<file path="config.mk">
export PLATFORM = sky130hd
export DESIGN_NAME = lwkr_hist
export DESIGN_NICKNAME = d
export VERILOG_FILES = /design/src/hdl/lwkr_pkg.sv /design/src/hdl/lwkr_ram.sv /design/src/hdl/lwkr_hist.sv
export VERILOG_INCLUDE_DIRS = /design/src /design/src/hdl
export SDC_FILE = /design/constraint.sdc
export NUM_CORES = 1
export LEC_CHECK = 0
export ABC_CLOCK_PERIOD_IN_PS = 10200
export BUFFER_PORTS_ARGS = -buffer_cell sky130_fd_sc_hd__buf_2
export CORE_ASPECT_RATIO = 1.25
export CORE_MARGIN = 8
export CORE_UTILIZATION = 55
export CTS_BUF_LIST = sky130_fd_sc_hd__clkbuf_4
export DETAILED_ROUTE_END_ITERATION = 16
export GPL_ROUTABILITY_DRIVEN = 0
export PLACE_DENSITY_LB_ADDON = 0.08
export SYNTH_ARGS = -nofsm -noshare
export SYNTH_HDL_FRONTEND = slang
export SYNTH_SLANG_ARGS = --single-unit
</file>
<file path="constraint.sdc">
create_clock -name clk -period 10.2 [get_ports clk]
set_clock_uncertainty 0.15 [all_clocks]
set_input_delay 1.02 -clock clk [delete_from_list [all_inputs] [get_ports clk]]
set_output_delay 1.02 -clock clk [all_outputs]
set_load 0.05 [all_outputs]
</file>
<file path="src/hdl/longest_window_with_k_replacements_macros.svh">
// Assertion macros shared by the longest-window RTL.
// Define ASSERT_OFF to compile every check away.
`ifndef LONGEST_WINDOW_WITH_K_REPLACEMENTS_MACROS_SVH
`define LONGEST_WINDOW_WITH_K_REPLACEMENTS_MACROS_SVH
`ifndef ASSERT_OFF
// cond holds at every clock edge out of reset
`define ASSERT_ALWAYS(lbl, clk, rst, cond) \
  lbl: assert property (@(posedge clk) disable iff (rst) (cond)) \
    else $error("%m: invariant violated");
// ante in a cycle forces cons in the same cycle
`define ASSERT_IMPLIES(lbl, clk, rst, ante, cons) \
  lbl: assert property (@(posedge clk) disable iff (rst) (ante) |-> (cons)) \
    else $error("%m: implication violated");
// ante in a cycle forces cons in the next cycle
`define ASSERT_NEXT(lbl, clk, rst, ante, cons) \
  lbl: assert property (@(posedge clk) disable iff (rst) (ante) |=> (cons)) \
    else $error("%m: next-cycle check violated");
`else
`define ASSERT_ALWAYS(lbl, clk, rst, cond)
`define ASSERT_IMPLIES(lbl, clk, rst, ante, cons)
`define ASSERT_NEXT(lbl, clk, rst, ante, cons)
`endif
`endif

</file>
<file path="src/hdl/lwkr_pkg.sv">
// Shared widths and control types for the longest-window block.
// No dependencies.
`timescale 1ns / 1ps

package lwkr_pkg;

  localparam int CODE_W    = 5;   // letter code field
  localparam int CFG_W     = 13;  // max_changes register
  localparam int LEN_W     = 13;  // best_length result field
  localparam int S_TDATA_W = 8;
  localparam int M_TDATA_W = 16;

  // histogram commands issued by the window sequencer
  typedef struct packed {
    logic lookup;  // read count of the incoming letter
    logic bump;    // write back incremented count of the current letter
    logic evict;   // read count of the letter leaving the window
    logic clear;   // drop all counts at end of string
  } hist_ctl_t;

endpackage

</file>
<file path="src/hdl/lwkr_ram.sv">
// Generic single-write, single-read synchronous RAM with registered read.
// No dependencies.
`timescale 1ns / 1ps

module lwkr_ram #(
  parameter int WIDTH = 8,
  parameter int DEPTH = 16
) (
  input  logic                     clk,
  input  logic                     we,
  input  logic [$clog2(DEPTH)-1:0] waddr,
  input  logic [WIDTH-1:0]         wdata,
  input  logic                     re,
  input  logic [$clog2(DEPTH)-1:0] raddr,
  output logic [WIDTH-1:0]         rdata
);

  logic [WIDTH-1:0] mem [DEPTH];

  always_ff @(posedge clk) begin
    if (we) begin
      mem[waddr] <= wdata;
    end
    // hold the last read word when no read is issued
    if (re) begin
      rdata <= mem[raddr];
    end
  end

endmodule

</file>
<file path="src/hdl/lwkr_hist.sv">
// Letter histogram: count memory with per-entry valid bits, write forwarding
// and the deferred decrement of the evicted letter. Uses lwkr_pkg, lwkr_ram.
`timescale 1ns / 1ps
`include "longest_window_with_k_replacements_macros.svh"

module lwkr_hist import lwkr_pkg::*; #(
  parameter int ALPHABET = 26,
  parameter int CW       = 13
) (
  input  logic                        clk,
  input  logic                        rst,
  input  hist_ctl_t                   ctl,
  input  logic [$clog2(ALPHABET)-1:0] lookup_addr,
  input  logic [$clog2(ALPHABET)-1:0] cur_addr,
  input  logic [CW-1:0]               bump_val,
  input  logic [$clog2(ALPHABET)-1:0] evict_addr,
  output logic [CW-1:0]               cur_cnt
);

  localparam int AW = $clog2(ALPHABET);

  logic [ALPHABET-1:0] cnt_valid;
  logic                dec_v;
  logic [AW-1:0]       dec_addr;
  logic                dec_fwd;
  logic [CW-1:0]       dec_fwd_val;
  logic                fwd_v;
  logic [AW-1:0]       fwd_addr;
  logic [CW-1:0]       fwd_val;

  logic          ram_we;
  logic [AW-1:0] ram_waddr;
  logic [CW-1:0] ram_wdata;
  logic          ram_re;
  logic [AW-1:0] ram_raddr;
  logic [CW-1:0] ram_rdata;
  logic [CW-1:0] dec_cur;
  logic [CW-1:0] dec_val;

  lwkr_ram #(.WIDTH(CW), .DEPTH(ALPHABET)) u_cnt_ram (
    .clk   (clk),
    .we    (ram_we),
    .waddr (ram_waddr),
    .wdata (ram_wdata),
    .re    (ram_re),
    .raddr (ram_raddr),
    .rdata (ram_rdata)
  );

  // count of the evicted letter; bypass the bump written while it was read
  assign dec_cur = dec_fwd ? dec_fwd_val :
                   (cnt_valid[dec_addr] ? ram_rdata : '0);
  assign dec_val = (dec_cur != '0) ? dec_cur - 1'b1 : dec_cur;

  always_comb begin
    ram_re    = ctl.lookup | ctl.evict;
    ram_raddr = ctl.evict ? evict_addr : lookup_addr;
    ram_we    = ctl.bump | dec_v;
    ram_waddr = ctl.bump ? cur_addr : dec_addr;
    ram_wdata = ctl.bump ? bump_val : dec_val;
  end

  // the lookup read may race with a decrement write of the same entry
  assign cur_cnt = (fwd_v && fwd_addr == cur_addr) ? fwd_val :
                   (cnt_valid[cur_addr] ? ram_rdata : '0);

  always_ff @(posedge clk) begin
    if (rst) begin
      cnt_valid <= '0;
      dec_v     <= 1'b0;
      fwd_v     <= 1'b0;
    end else begin
      dec_v <= ctl.evict;
      if (ctl.clear) begin
        cnt_valid <= '0;
        fwd_v     <= 1'b0;
      end else if (ctl.bump) begin
        cnt_valid[cur_addr] <= 1'b1;
        fwd_v               <= 1'b0;
      end else if (dec_v) begin
        fwd_v <= 1'b1;
      end
    end
  end

  always_ff @(posedge clk) begin
    if (ctl.evict) begin
      dec_addr    <= evict_addr;
      dec_fwd     <= ctl.bump && (evict_addr == cur_addr);
      dec_fwd_val <= bump_val;
    end
    if (dec_v) begin
      fwd_addr <= dec_addr;
      fwd_val  <= dec_val;
    end
  end

  `ASSERT_ALWAYS(one_writer, clk, rst, !(ctl.bump && dec_v))
  `ASSERT_ALWAYS(one_reader, clk, rst, !(ctl.lookup && ctl.evict))
  `ASSERT_NEXT(clear_flush, clk, rst, ctl.clear, !dec_v && !fwd_v && cnt_valid == '0)

endmodule

</file>
==> results.md <==
* Mean Syn Cell Area at 16.1 um2
* Largest area contributor in the netlist: edfxtp_1
* CTS Buffer Depth at 3
* Number of global-route vias before repair at 10300
* Cts hold-fix bufs at 0
* Routed length per instance at 23.8 um
* Final ANT Viol Nets at 0
* Max Slew Vio Count at 0
* Synth warn at 0
* Core Rows at 72
* Synthesized area at 0.0173 mm2
* DRT iter0 DRCs at 928
* First-pass GRT wire length at 61100 um
* Crit-path slowest cell: o31ai_4
* Worst path most repeated cell: o21ai_0
* Most common library cells after synthesis: edfxtp_1 (388), nand2_1 (153), mux4_2 (86), nor2_1 (72), a21oi_1 (57)
* Clock Latency Late Sink at 740 ps
* Worst setup SP type: flop
* Async set-or-reset flop fraction in the synthesized netlist at 0%
* Root Driver: clkbuf_4
* Largest net degree at the start of global routing at 53
* Initial antenna violation count at 1
* Area growth, synth to finish at 12.3%
* CTS buffer count at 99
* PortBufs at 46
* Post-synth top area share at 67.4%
* Crit-path cells: mux2_2 > o22ai_1 > o41ai_2 > and2_1 > a22oi_1 > ha_1 > and3_1 > nand2_1 > o21ai_0 > o21ai_0 > a211oi_1 > o31ai_4
* Setup violations, final at 0
* Die Span Y at 214 um
* Worst slew pin tran at 1230 ps
* Gate count of the mapped netlist at 1074
* Max Freq at 192 MHz
* Number of synthesized flops with an enable pin at 388
* Tmin final at 5220 ps
* RSZ-0062 raised after global routing: no
* Sink Count at 416
* CP Max Fanout at 26
* Slowest stage delay, CP at 990 ps
* Seq cells post-synth at 416
* Peak supply drop at 95.1 uV
* Initial Util at 55.8%
* Critical Path End Type: flop
* Tot GR Track Use at 21.5%
* WP data required at 10380 ps
* Remaining DRCs at 0
* Min-delay worst type: in -> reg
* DR pass1 iterations at 5
* Worst Slack Setup Final at 4980 ps
* Area contributors post-synth: edfxtp_1 (67%), mux4_2 (11%), nand2_1 (3.3%), dfxtp_1 (3.2%), a21oi_1 (1.6%)
* Sequential share of the synthesized area at 70.6%
* CTS H-Tree Depth at 3
* Synth Flop Type: edfxtp_1
* Pleak at 6.60 nW
* CP Class: reg -> reg
* Sum Neg Setup Slack at 0 ps
* Layout cells sized above 1 at 28.5%
* Vias/cell at 6.00
* Hold Vio Cnt, Final at 0
* Boundary Pins at 47
* Yosys cell types at 64
* Global route total overflow at 0
* Place WS at 5060 ps
* Vias at 10100
* Clock transition at path regs at 70 ps
* DP HPWL at 25000 um
* Run status: complete, no violations
* Slew HR at 17.9%
* CTS tree: built
* Syn nets at 1109
* Drt total wl at 40000 um
* CTS-repair resized insts at 0
* Cell with the most instances after synthesis: edfxtp_1
* Die area at 0.0374 mm2
* Die X-Extent at 175 um
* Data arrival, critical path at 5400 ps
* Power Density at 189 mW/mm2
* Post-CTS Setup Inserts at 0
* Area of the core at 0.0310 mm2
* MaxCap Viol Count at 0
* Final Cycle Share at 51.2%
* Nets at 1238
* # fillers at 2365
## cell type report
cell class | count | area [um2] | share of cell area, %
sequential | 416 | 12200 | 62.9
antenna | 1 | 2.50 | 0.0129
timing repair buffer | 86 | 531 | 2.73
multi-input combinational | 596 | 4900 | 25.2
tap | 407 | 509 | 2.62
inverter | 4 | 15.0 | 0.0773
clock inverter | 33 | 206 | 1.06
clock buffer | 140 | 1050 | 5.41
## worst max-delay path: cells and delay by family (launching register included)
| kind | cells | cell delay, ps |
|---|---|---|
| adder cells (fa/ha/maj) | 1 | 290 |
| flip-flops | 1 | 800 |
| AO/OA/AOI/OAI | 7 | 2280 |
| multiplexers | 1 | 280 |
| AND/OR/NAND/NOR | 3 | 990 |
## worst paths after layout
check | endpoint | startpoint | slack (ps) | cells after the start
hold reg to reg | cnt_valid[9] | cnt_valid[9] | 350 | 2
setup / recovery | u_cnt_ram.mem[21][10] | dec_addr[0] | 4980 | 12
setup reg to reg | u_cnt_ram.mem[21][10] | dec_addr[0] | 4980 | 12
hold / removal | dec_v | rst | 300 | 2
## registers in the layout, summed over array words and instances, names as in the netlist
| signal | count |
|---|---|
| u_cnt_ram.mem | 338 |
| cnt_valid | 26 |
| dec_fwd_val | 13 |
| fwd_val | 13 |
| u_cnt_ram.rdata | 13 |
| dec_addr | 5 |
| fwd_addr | 5 |
| dec_fwd | 1 |
| dec_v | 1 |
| fwd_v | 1 |
## cells by family (layout without fill, tap and decap cells)
kind of cell | after synthesis | after routing | share of synthesized area (%)
DFF | 416 | 416 | 70.6
and+or+nand+nor | 317 | 317 | 7.94
AOI/OAI and AO/OA | 145 | 145 | 5.77
muxes | 118 | 118 | 13.2
buffers and inverters | 62 | 263 | 1.61
xor gates and xnor gates | 15 | 15 | 0.760
adders and majority gates | 1 | 1 | 0.0723
other | 0 | 1 | 0
## report_power, final
| part | switching [mW] | total, mW | internal, mW | leakage (nW) |
|---|---|---|---|---|
| clock | 0.626 | 1.33 | 0.706 | 0.746 |
| sequential | 0.0301 | 1.98 | 1.95 | 3.78 |
| combinational | 0.238 | 0.353 | 0.116 | 2.08 |
## per-stage QoR
step	cells	utilization, %	power (mW)	area (um2)	hold WS, ps
finish	1683	62.7	3.67	19400	299
CTS	1682	62.7	3.71	19400	245
floorplan	1074	-	2.24	17300	271
global route	1683	62.7	3.82	19400	247
global placement	1509	58.6	2.37	18200	324
detailed placement	1509	58.6	2.38	18200	333
## cells in the final DEF (no fill, tap or decap), types with 17 or more instances in the layout
cell and count:
clkinv_1 26, edfxtp_1 388, mux4_2 86, mux2_2 17
nand2_1 153, clkbuf_4 140, nand3_1 43, nor2_1 72
buf_4 40, a21oi_1 57, buf_2 46, dfxtp_1 28
o21ai_0 22
## per-layer routing
layer	global-route usage, %	part of all wire (%)	vias to the layer above
met2	35.0	50	378
li1	-	-	4519
met3	4.63	6.6	75
met5	0	0	-
met1	27.7	41	5125
met4	8.80	2.9	0
Note: power is estimated with default switching activity, not from simulation.
