<file path="config.mk">
export PLATFORM = sky130hd
export DESIGN_NAME = lwkr_ram
export DESIGN_NICKNAME = d
export VERILOG_FILES = /design/src/hdl/longest_window_with_k_replacements_macros.svh /design/src/hdl/lwkr_ram.sv
export SDC_FILE = /design/constraint.sdc
export NUM_CORES = 1
export LEC_CHECK = 0
export ABC_AREA = 1
export BUFFER_PORTS_ARGS = -buffer_cell sky130_fd_sc_hd__buf_4
export CAP_MARGIN = 40
export CORE_MARGIN = 3
export CORE_UTILIZATION = 55
export CTS_CLUSTER_DIAMETER = 30
export DETAILED_ROUTE_END_ITERATION = 6
export PLACE_DENSITY = 0.7
export SLEW_MARGIN = 20
export SYNTH_ARGS = -nofsm -noshare
export SYNTH_HDL_FRONTEND = slang
export SYNTH_SLANG_ARGS = --single-unit
</file>
<file path="constraint.sdc">
create_clock -name clk -period 2.4 [get_ports clk]
set_clock_uncertainty 0.1 [all_clocks]
set_input_delay 0.12 -clock clk [delete_from_list [all_inputs] [get_ports clk]]
set_output_delay 0.12 -clock clk [all_outputs]
set_load 0.05 [all_outputs]
</file>
<file path="src/hdl/longest_window_with_k_replacements_macros.svh">
// Assertion macros shared by the longest-window RTL.
// Define ASSERT_OFF to compile every check away.
`ifndef LONGEST_WINDOW_WITH_K_REPLACEMENTS_MACROS_SVH
`define LONGEST_WINDOW_WITH_K_REPLACEMENTS_MACROS_SVH
`ifndef ASSERT_OFF
// cond holds at every clock edge out of reset
`define ASSERT_ALWAYS(lbl, clk, rst, cond) \
  lbl: assert property (@(posedge clk) disable iff (rst) (cond)) \
    else $error("%m: invariant violated");
// ante in a cycle forces cons in the same cycle
`define ASSERT_IMPLIES(lbl, clk, rst, ante, cons) \
  lbl: assert property (@(posedge clk) disable iff (rst) (ante) |-> (cons)) \
    else $error("%m: implication violated");
// ante in a cycle forces cons in the next cycle
`define ASSERT_NEXT(lbl, clk, rst, ante, cons) \
  lbl: assert property (@(posedge clk) disable iff (rst) (ante) |=> (cons)) \
    else $error("%m: next-cycle check violated");
`else
`define ASSERT_ALWAYS(lbl, clk, rst, cond)
`define ASSERT_IMPLIES(lbl, clk, rst, ante, cons)
`define ASSERT_NEXT(lbl, clk, rst, ante, cons)
`endif
`endif

</file>
<file path="src/hdl/lwkr_ram.sv">
// Generic single-write, single-read synchronous RAM with registered read.
// No dependencies.
`timescale 1ns / 1ps

module lwkr_ram #(
  parameter int WIDTH = 8,
  parameter int DEPTH = 16
) (
  input  logic                     clk,
  input  logic                     we,
  input  logic [$clog2(DEPTH)-1:0] waddr,
  input  logic [WIDTH-1:0]         wdata,
  input  logic                     re,
  input  logic [$clog2(DEPTH)-1:0] raddr,
  output logic [WIDTH-1:0]         rdata
);

  logic [WIDTH-1:0] mem [DEPTH];

  always_ff @(posedge clk) begin
    if (we) begin
      mem[waddr] <= wdata;
    end
    // hold the last read word when no read is issued
    if (re) begin
      rdata <= mem[raddr];
    end
  end

endmodule

</file>
==> impl_metrics.toml, run 1 <==
[floorplanning]
core_area_sq_um = 10300
dieArea_sq_um = 11900
initial_utilization_pct = 56.6
die_w_microns = 109
die_h_microns = 109
io_pins = 27
rows = 37

[timing]
maxSlewHeadroom_pct = 51.5
finalWorstSetupSlack_ns = 0.879
setup_viol = 0
finalMaxSlewViolations = 0
worst_slew_pin_slew_ns = 0.724
setup_tns_ns = 0
hold_viol = 0
rsz0062_at_grt = "false"
fmax_mhz = 658
fin_hold_ws_ns = 0.111
fin_crit_ns = 1.52
fin_crit_sh_pct = 63.4

[placement]
numPortBuffers = 26
post-dp-hpwl_microns = 8490
place.gp.congestion = 0.868
dpl_worst_slack_ns = 0.636

[routing]
drc = 0
wl_microns = 13300
dr.pass1.iters = 6
vias_per_cell = 5.31
drt_iter0_drc = 545
wl_per_cell_microns = 17.8
ant_nets = 0
vias = 3952

[layout]
area_growth_pct = 16.8
layout-drive-gt1-share_pct = 11.8
final_util_pct = 66.1
nets = 614
diodes = 0

[logic_synthesis]
synthTopCellsByArea = "edfxtp_1 (70%), nand2_1 (11%), nand3_1 (8.3%)"
synthTopCellsByCount = "nand2_1 (173), edfxtp_1 (136), inv_1 (100)"
syn_avg_cell_area_sq_um = 10.6
synth_area_leader_cell = "edfxtp_1"
synth_seq_cells = 136
synthFlopType = "edfxtp_1"
netlist_area_sq_um = 5850
synth_edf_count = 136
synthArstFlopShare_pct = 0
synth_cells = 551
synth.top_cell.area_share_pct = 69.8
synth.most_common_cell = "nand2_1"
yosysWarnings = 0
synth.yosys.seq_area_share_pct = 69.8
yosysUniqueCellTypes = 11
syn-num-nets = 570

[power_and_ir_drop]
peakVddDrop_uv = 430
p_leak_nw = 2.93
power.total_mw = 5.58
p_per_area_nw_per_um2 = 817

[worst_setup_path]
crit_required_ns = 2.57
worst-setup-path-type = "in2reg"
critPathLaunchType = "input pin"
crit_fanout = 17
crit_path_end_kind = "flop"
crit_arrival_ns = 1.69

[clock_tree]
clk_latency_ns = 0.52
cts_tree = "built"
cts_buffers = 17
cts.reportedPaths.clkPinSlew_ns = 0.06
clock-sinks = 136
cts_root_buf = "clkbuf_8"
cts_htree_levels = 4
post-cts-setup-buffers = 0
post_cts_resized = 0
hold_buffers = 11
clockBufferDepth = 2

[global_routing]
grtUsageTotal_pct = 24.2
grt-ovfl-total = 0
grt_pass1_vias = 3803
grt_max_degree = 41
antenna_found_initial = 0
grt_first_pass_wirelength_microns = 20600

[outcome]
status = "complete, no violations"

[hold_path]
worst_hold_path_type = "in2reg"

[run]
drv_cap = 0
## layout make-up
| cell class | instances | area, sq um |
|---|---|---|
| Sequential cell | 136 | 4080 |
| Fill cell | 766 | 3490 |
| Multi-Input combinational cell | 289 | 1210 |
| Clock buffer | 17 | 414 |
| Timing Repair Buffer | 49 | 395 |
| Inverter | 102 | 383 |
| Tap cell | 136 | 170 |
| Clock inverter | 15 | 169 |
## through the flow
| step | cells | instance area (sq um) |
|---|---|---|
| final | 744 | 6830 |
| after global routing | 744 | 6830 |
| after CTS | 741 | 6810 |
| after detailed placement | 698 | 6110 |
| after global placement | 698 | 6110 |
| after floorplan | 551 | 5850 |
## cells in the final DEF, fill, tap and decap left out, types with 5 or more instances in the layout
cell,instances
buf_4,38
clkbuf_16,16
clkinv_4,5
dlygate4sd3_1,11
edfxtp_1,136
inv_1,100
nand2_1,173
nand3_1,97
nor2_1,17
## worst max-delay path, stage by stage
cell	delay (ns)
dlygate4sd3_1	0.54
buf_4	0.20
inv_1	0.40
nand3_1	0.19
nand3_1	0.15
nand2_1	0.08
## layer usage
metal / global-route usage, % / vias to the layer above / part of all wire, %
met2: 36.4 / 221 / 47
met5: 0 / - / 0
li1: - / 1873 / -
met3: 6.81 / 31 / 9.4
met4: 10.8 / 0 / 2.7
met1: 32.8 / 1827 / 40
## power breakdown
group	internal (mW)	leakage, nW	total [mW]	switching (mW)
combinational	0.113	1.43	0.379	0.266
clock	1.50	0.272	2.51	1.01
sequential	2.68	1.24	2.69	0.0167
total	4.28	2.93	5.58	1.30
## flip-flops by register name, indices dropped and copies added (netlist names)
name / flops
rdata: 8
mem: 128
## logic make-up after synthesis
family                 count (synthesis)  share of synthesized area, %
AND/OR/NAND/NOR                      289                          20.8
flip-flops                           136                          69.8
buffers and inverters                126                          9.39
## path summary, 6_finish.rpt
kind,start,to,slack (ns),cells after the start
setup / recovery,raddr[2],rdata[2],0.88,6
hold / removal,waddr[3],mem[2][3],0.11,4
setup reg to reg,mem[0][2],rdata[2],1.12,6
hold reg to reg,mem[4][5],rdata[5],0.66,6
Note: power is estimated with default switching activity, not from simulation.
==> run 2, diff against run 1 <==
Settings changed: PLACE_DENSITY 0.7 to 0.72.
Clock period 2.4 ns to 1.2 ns, I/O delays scaled along.
==> impl_metrics.toml, run 2 (synthesis gave the netlist of run 1 again) <==
[layout]
layout-drive-gt1-share_pct = 21.1
top_regs = "mem (128), rdata (8)"
multiInputGateArea_sq_um = 1420
final_cell_mix = "nand2_1 (166), edfxtp_1 (136), inv_1 (99)"
stdcell_area_sq_um = 7250
seqCellArea_sq_um = 4080
finalNonFillerCells = 762
area_growth_pct = 24.0
fillerInstances = 708
regMostFlops = "mem"
nets = 632
final_util_pct = 70.2
final_common_cell = "nand2_1"
largest_reg_flops = 128
diodes = 0

[timing]
finalWorstSetupSlack_ns = -0.0671
fin_crit_sh_pct = 106
finalMaxSlewViolations = 0
setup_tns_ns = -0.308
fin_crit_ns = 1.27
rsz0062_at_grt = "true"
maxSlewHeadroom_pct = 68.9
setup_viol = 9
fmax_mhz = 789
hold_viol = 0
worst_slew_pin_slew_ns = 0.466

[floorplanning]
die_w_microns = 109
initial_utilization_pct = 56.6
io_pins = 27
core_area_sq_um = 10300
rows = 37
dieArea_sq_um = 11900
die_h_microns = 109

[routing]
wl_microns = 13400
dr.pass1.iters = 5
vias = 4014
drc = 0
drt_iter0_drc = 397
wl_per_cell_microns = 17.6
ant_nets = 0
vias_per_cell = 5.27

[hold_path]
whs_endpoint = "mem[2][3]"
whs_path_depth = 4
min_from = "we"
worst_hold_path_type = "in2reg"

[worst_setup_path]
cp-startpoint = "rdata[2]"
cp_cell_sequence = "buf_6"
r2r_setup_slack_ns = 0
crit_path_end_kind = "output pin"
reg2reg_to = "rdata[0]"
worst-setup-path-type = "reg2out"
cp_num_buf_inv = 1
crit_fanout = 1
slowest_delay_ns = 0.41
ff2ff_path_depth = 6
cp_slowest_cell = "edfxtp_1"
crit_arrival_ns = 1.11
critPathLaunchType = "flop"
r2r-start = "mem[3][0]"
crit_required_ns = 1.04
crit_family = "flip-flops"

[power_and_ir_drop]
peakVddDrop_uv = 993
p_leak_nw = 3.13
p_per_area_nw_per_um2 = 1560
power.total_mw = 11.3

[clock_tree]
cts_htree_levels = 4
cts_buffers = 17
cts_tree = "built"
cts_root_buf = "clkbuf_8"
clock-sinks = 136
clk_latency_ns = 0.52
clockBufferDepth = 2
cts.reportedPaths.clkPinSlew_ns = 0.06

[placement]
place.gp.congestion = 0.840
post-dp-hpwl_microns = 8070
place_inst = 720
place_area_sq_um = 6340
numPortBuffers = 26

[outcome]
violations = "setup timing"
status = "complete, but fails checks"

[run]
drv_cap = 0

[global_routing]
grt_pass1_vias = 3874
grtUsageTotal_pct = 24.1
grt-ovfl-total = 0
grt_first_pass_wirelength_microns = 20900
grt_max_degree = 47
antenna_found_initial = 0
[run 2: power breakdown]
group	internal, mW	switching, mW
combinational	0.315	0.596
sequential	5.35	0.0335
clock	3.13	1.88
total	8.80	2.51
[run 2: metal layers]
metal	up-vias	wire length (microns)	track usage [%]
met4	0	284	8.75
met2	181	6570	37.6
met5	-	0	0
met1	1906	5510	34.0
li1	1907	-	-
met3	20	1050	4.50
[run 2: repair_timing]
item	4_1_cts	5_1_grt
endpoints found under the hold margin	144	0
pin swaps	5	27
hold buffers	10	0
resized for setup	24	29
buffers inserted	0	0
endpoints found under the setup margin	14	16
[run 2: metrics by stage]
step,worst slack [ns],hold WS (ns)
6_report,-0.0671,0.0345
4_1_cts,-0.0760,0.0144
3_5_place_dp,-0.152,0.265
2_1_floorplan,0.0892,0.0589
3_3_place_gp,-0.126,0.272
5_1_grt,-0.0810,0.0554
[run 2: worst max-delay path by stage]
stage	endpoint	slack [ns]	cells after the start
6_report	rdata[2]	-0.07	1
3_5_place_dp	rdata[1]	-0.15	8
4_1_cts	rdata[2]	-0.08	1
3_3_place_gp	rdata[0]	-0.13	8
2_1_floorplan	mem[4][0]	0.09	2
5_1_grt	rdata[3]	-0.08	1
[run 2: worst min-delay path, cell delays in order]
cell and delay, ns:
buf_4 0.10, nand2_1 0.09, nor2_1 0.10, buf_4 0.17
[run 2: area by class of cell]
class	count	area share (%)
multi-input combinational	289	19.5
sequential	136	56.3
inverter	102	5.28
clock buffer	18	5.76
tap	136	2.35
clock inverter	14	2.17
timing repair buffer	67	8.56
==> run 3, diff against run 2 <==
Settings changed: ABC_AREA 1 to not set, CORE_UTILIZATION 55 to 54, PLACE_DENSITY 0.72 to 0.71.
==> impl_metrics.toml, run 3 <==
[layout]
top_regs = "mem (128), rdata (8)"
final_cell_mix = "edfxtp_1 (136), buf_4 (35), mux4_2 (32)"
layout-drive-gt1-share_pct = 42.9
final_common_cell = "edfxtp_1"
diodes = 0
final_util_pct = 70.9
area_growth_pct = 26.4
largest_reg_flops = 128
finalNonFillerCells = 446
nets = 323
fillerInstances = 545
stdcell_area_sq_um = 6610
regMostFlops = "mem"

[placement]
place_inst = 403
numPortBuffers = 26
dpl_worst_slack_ns = -0.459
post-dp-hpwl_microns = 6540
place_area_sq_um = 5800
place.gp.congestion = 0.757

[worst_setup_path]
crit_required_ns = 1.35
critPathLaunchType = "flop"
crit_fanout = 1
ff2ff_path_depth = 3
r2r-start = "mem[11][5]"
cp_num_buf_inv = 0
reg2reg_to = "rdata[5]"
r2r_setup_slack_ns = -0.37
crit_path_end_kind = "flop"
crit_family = "multiplexers"
crit_arrival_ns = 1.72
slowest_delay_ns = 0.48
worst-setup-path-type = "reg2reg"
cp_slowest_cell = "mux4_2"
cp_cell_sequence = "mux4_2 -> a22oi_1 -> nand2_1"

[clock_tree]
clk_latency_ns = 0.51
cts.reportedPaths.clkPinSlew_ns = 0.06
cts_root_buf = "clkbuf_8"
cts_htree_levels = 4
clockBufferDepth = 2
cts_buffers = 17
clock-sinks = 136
cts_tree = "built"

[timing]
rsz0062_at_grt = "true"
hold_viol = 0
finalWorstSetupSlack_ns = -0.369
setup_tns_ns = -2.93
fin_crit_sh_pct = 131
worst_slew_pin_slew_ns = 0.928
finalMaxSlewViolations = 0
fin_crit_ns = 1.57
fin_hold_ws_ns = 0.0591
setup_viol = 16
maxSlewHeadroom_pct = 38.0
fmax_mhz = 637

[routing]
dr.pass1.iters = 4
vias_per_cell = 5.79
wl_per_cell_microns = 23.9
wl_microns = 10600
ant_nets = 0
vias = 2582
drc = 0
drt_iter0_drc = 174

[global_routing]
grt_first_pass_wirelength_microns = 16600
grt_pass1_vias = 2816
grt_max_degree = 17
grtUsageTotal_pct = 21.5
antenna_found_initial = 0
grt-ovfl-total = 0

[floorplanning]
io_pins = 27
core_area_sq_um = 9330
die_w_microns = 104
initial_utilization_pct = 56.0
die_h_microns = 104
rows = 35
dieArea_sq_um = 10900

[logic_synthesis]
synth_compound_area_share_pct = 2.30
synthAdderAreaFrac_pct = 0
synth_xor_area_share_pct = 0
synthFlopType = "edfxtp_1"
yosysUniqueCellTypes = 18
synthArstFlopShare_pct = 0
synth.top_cell.area_share_pct = 78.1
synth_cells = 229
syn-num-nets = 248
yosysWarnings = 0
synth.most_common_cell = "edfxtp_1"
synth.yosys.seq_area_share_pct = 78.1
synth_seq_cells = 136
netlist_area_sq_um = 5230
synth-simple-area-share_pct = 3.14
yosys-mux-area-fraction_pct = 14.8
syn_avg_cell_area_sq_um = 22.8
synthTopCellsByArea = "edfxtp_1 (78%), mux4_2 (7.8%), mux4_1 (7.0%)"
synth_area_leader_cell = "edfxtp_1"
synthTopCellsByCount = "edfxtp_1 (136), mux4_2 (18), a22oi_1 (16)"
synth_top_family_by_area = "multiplexers"
synth_edf_count = 136

[power_and_ir_drop]
p_per_area_nw_per_um2 = 1730
power.total_mw = 11.4
pwr-share-seq_pct = 47.2
swShare_pct = 20.7
p_leak_nw = 2.21
p_sw_mw = 2.36
cellInternalPower_mw = 9.06
combPwrFrac_pct = 6.3
clock_power_share_pct = 46.4
peakVddDrop_uv = 940

[run]
drv_cap = 0

[hold_path]
min_from = "waddr[3]"
whs_path_depth = 4
worst_hold_path_type = "in2reg"
whs_endpoint = "mem[0][6]"

[outcome]
violations = "setup timing"
status = "complete, but fails checks"
-- run 3: changes by cell type after synthesis, sizes merged, moves of 2 or more --
cell	previous run	this run
nor2	17	13
buf	24	7
nand3	97	1
nor3	0	4
nand2	173	9
a22oi	0	16
inv	102	0
mux4	0	32
clkdlybuf4s25	0	3
nand2b	0	2
-- run 3: power by group through the flow --
stage | Combinational, mW | Sequential, mW | Clock (mW)
floorplan | 0.300 | 5.55 | 0
global placement | 0.646 | 5.48 | 0
detailed placement | 0.661 | 5.49 | 0
CTS | 0.716 | 5.39 | 5.36
global route | 0.768 | 5.40 | 5.61
finish | 0.721 | 5.39 | 5.30
-- run 3: worst max path at each step --
stage                from        to  cells past startpoint  slack, ns
3_5_place_dp     raddr[0]  rdata[6]                      5      -0.46
4_1_cts         mem[7][0]  rdata[0]                      3      -0.40
3_3_place_gp     raddr[0]  rdata[6]                      5      -0.45
6_report       mem[11][5]  rdata[5]                      3      -0.37
2_1_floorplan   mem[3][0]  rdata[0]                      3      -0.17
5_1_grt         mem[7][0]  rdata[0]                      3      -0.40
-- run 3: cells by family (layout without fill, tap and decap cells) --
kind of cell,count (synthesis),in the layout
AOI/OAI and AO/OA,16,16
DFF,136,136
and+or+nand+nor,35,35
buffers and inverters,10,98
muxes,32,32
-- run 3: what timing repair did --
action	4_1_cts	5_1_grt
endpoints found under the setup margin	16	59
pin swaps	0	1
buffers inserted	0	0
gates cloned	0	0
hold endpoints to repair	168	0
gates resized for setup	10	12
hold buffers	11	0
-- run 3: layer usage --
layer | part of all wire [%] | GRT usage, %
met1 | 40 | 27.5
met2 | 52 | 34.6
met3 | 5.4 | 5.65
met4 | 2.5 | 10.2
met5 | 0 | 0
-- run 3: cell type report --
cell class              instances  area, sq um  area share (%)
well taps                     129          161            2.44
flip-flops and latches        136         4080            61.8
clock buffers                  17          414            6.27
multi-input cells              83         1080            16.3
clock inverters                15          203            3.07
repair buffers                 66          668            10.1
-- run 3: tightest hold or removal path: cells and delay by family --
family        cells  cell delay (ns)
buf+inv           2             0.21
simple gates      2             0.22
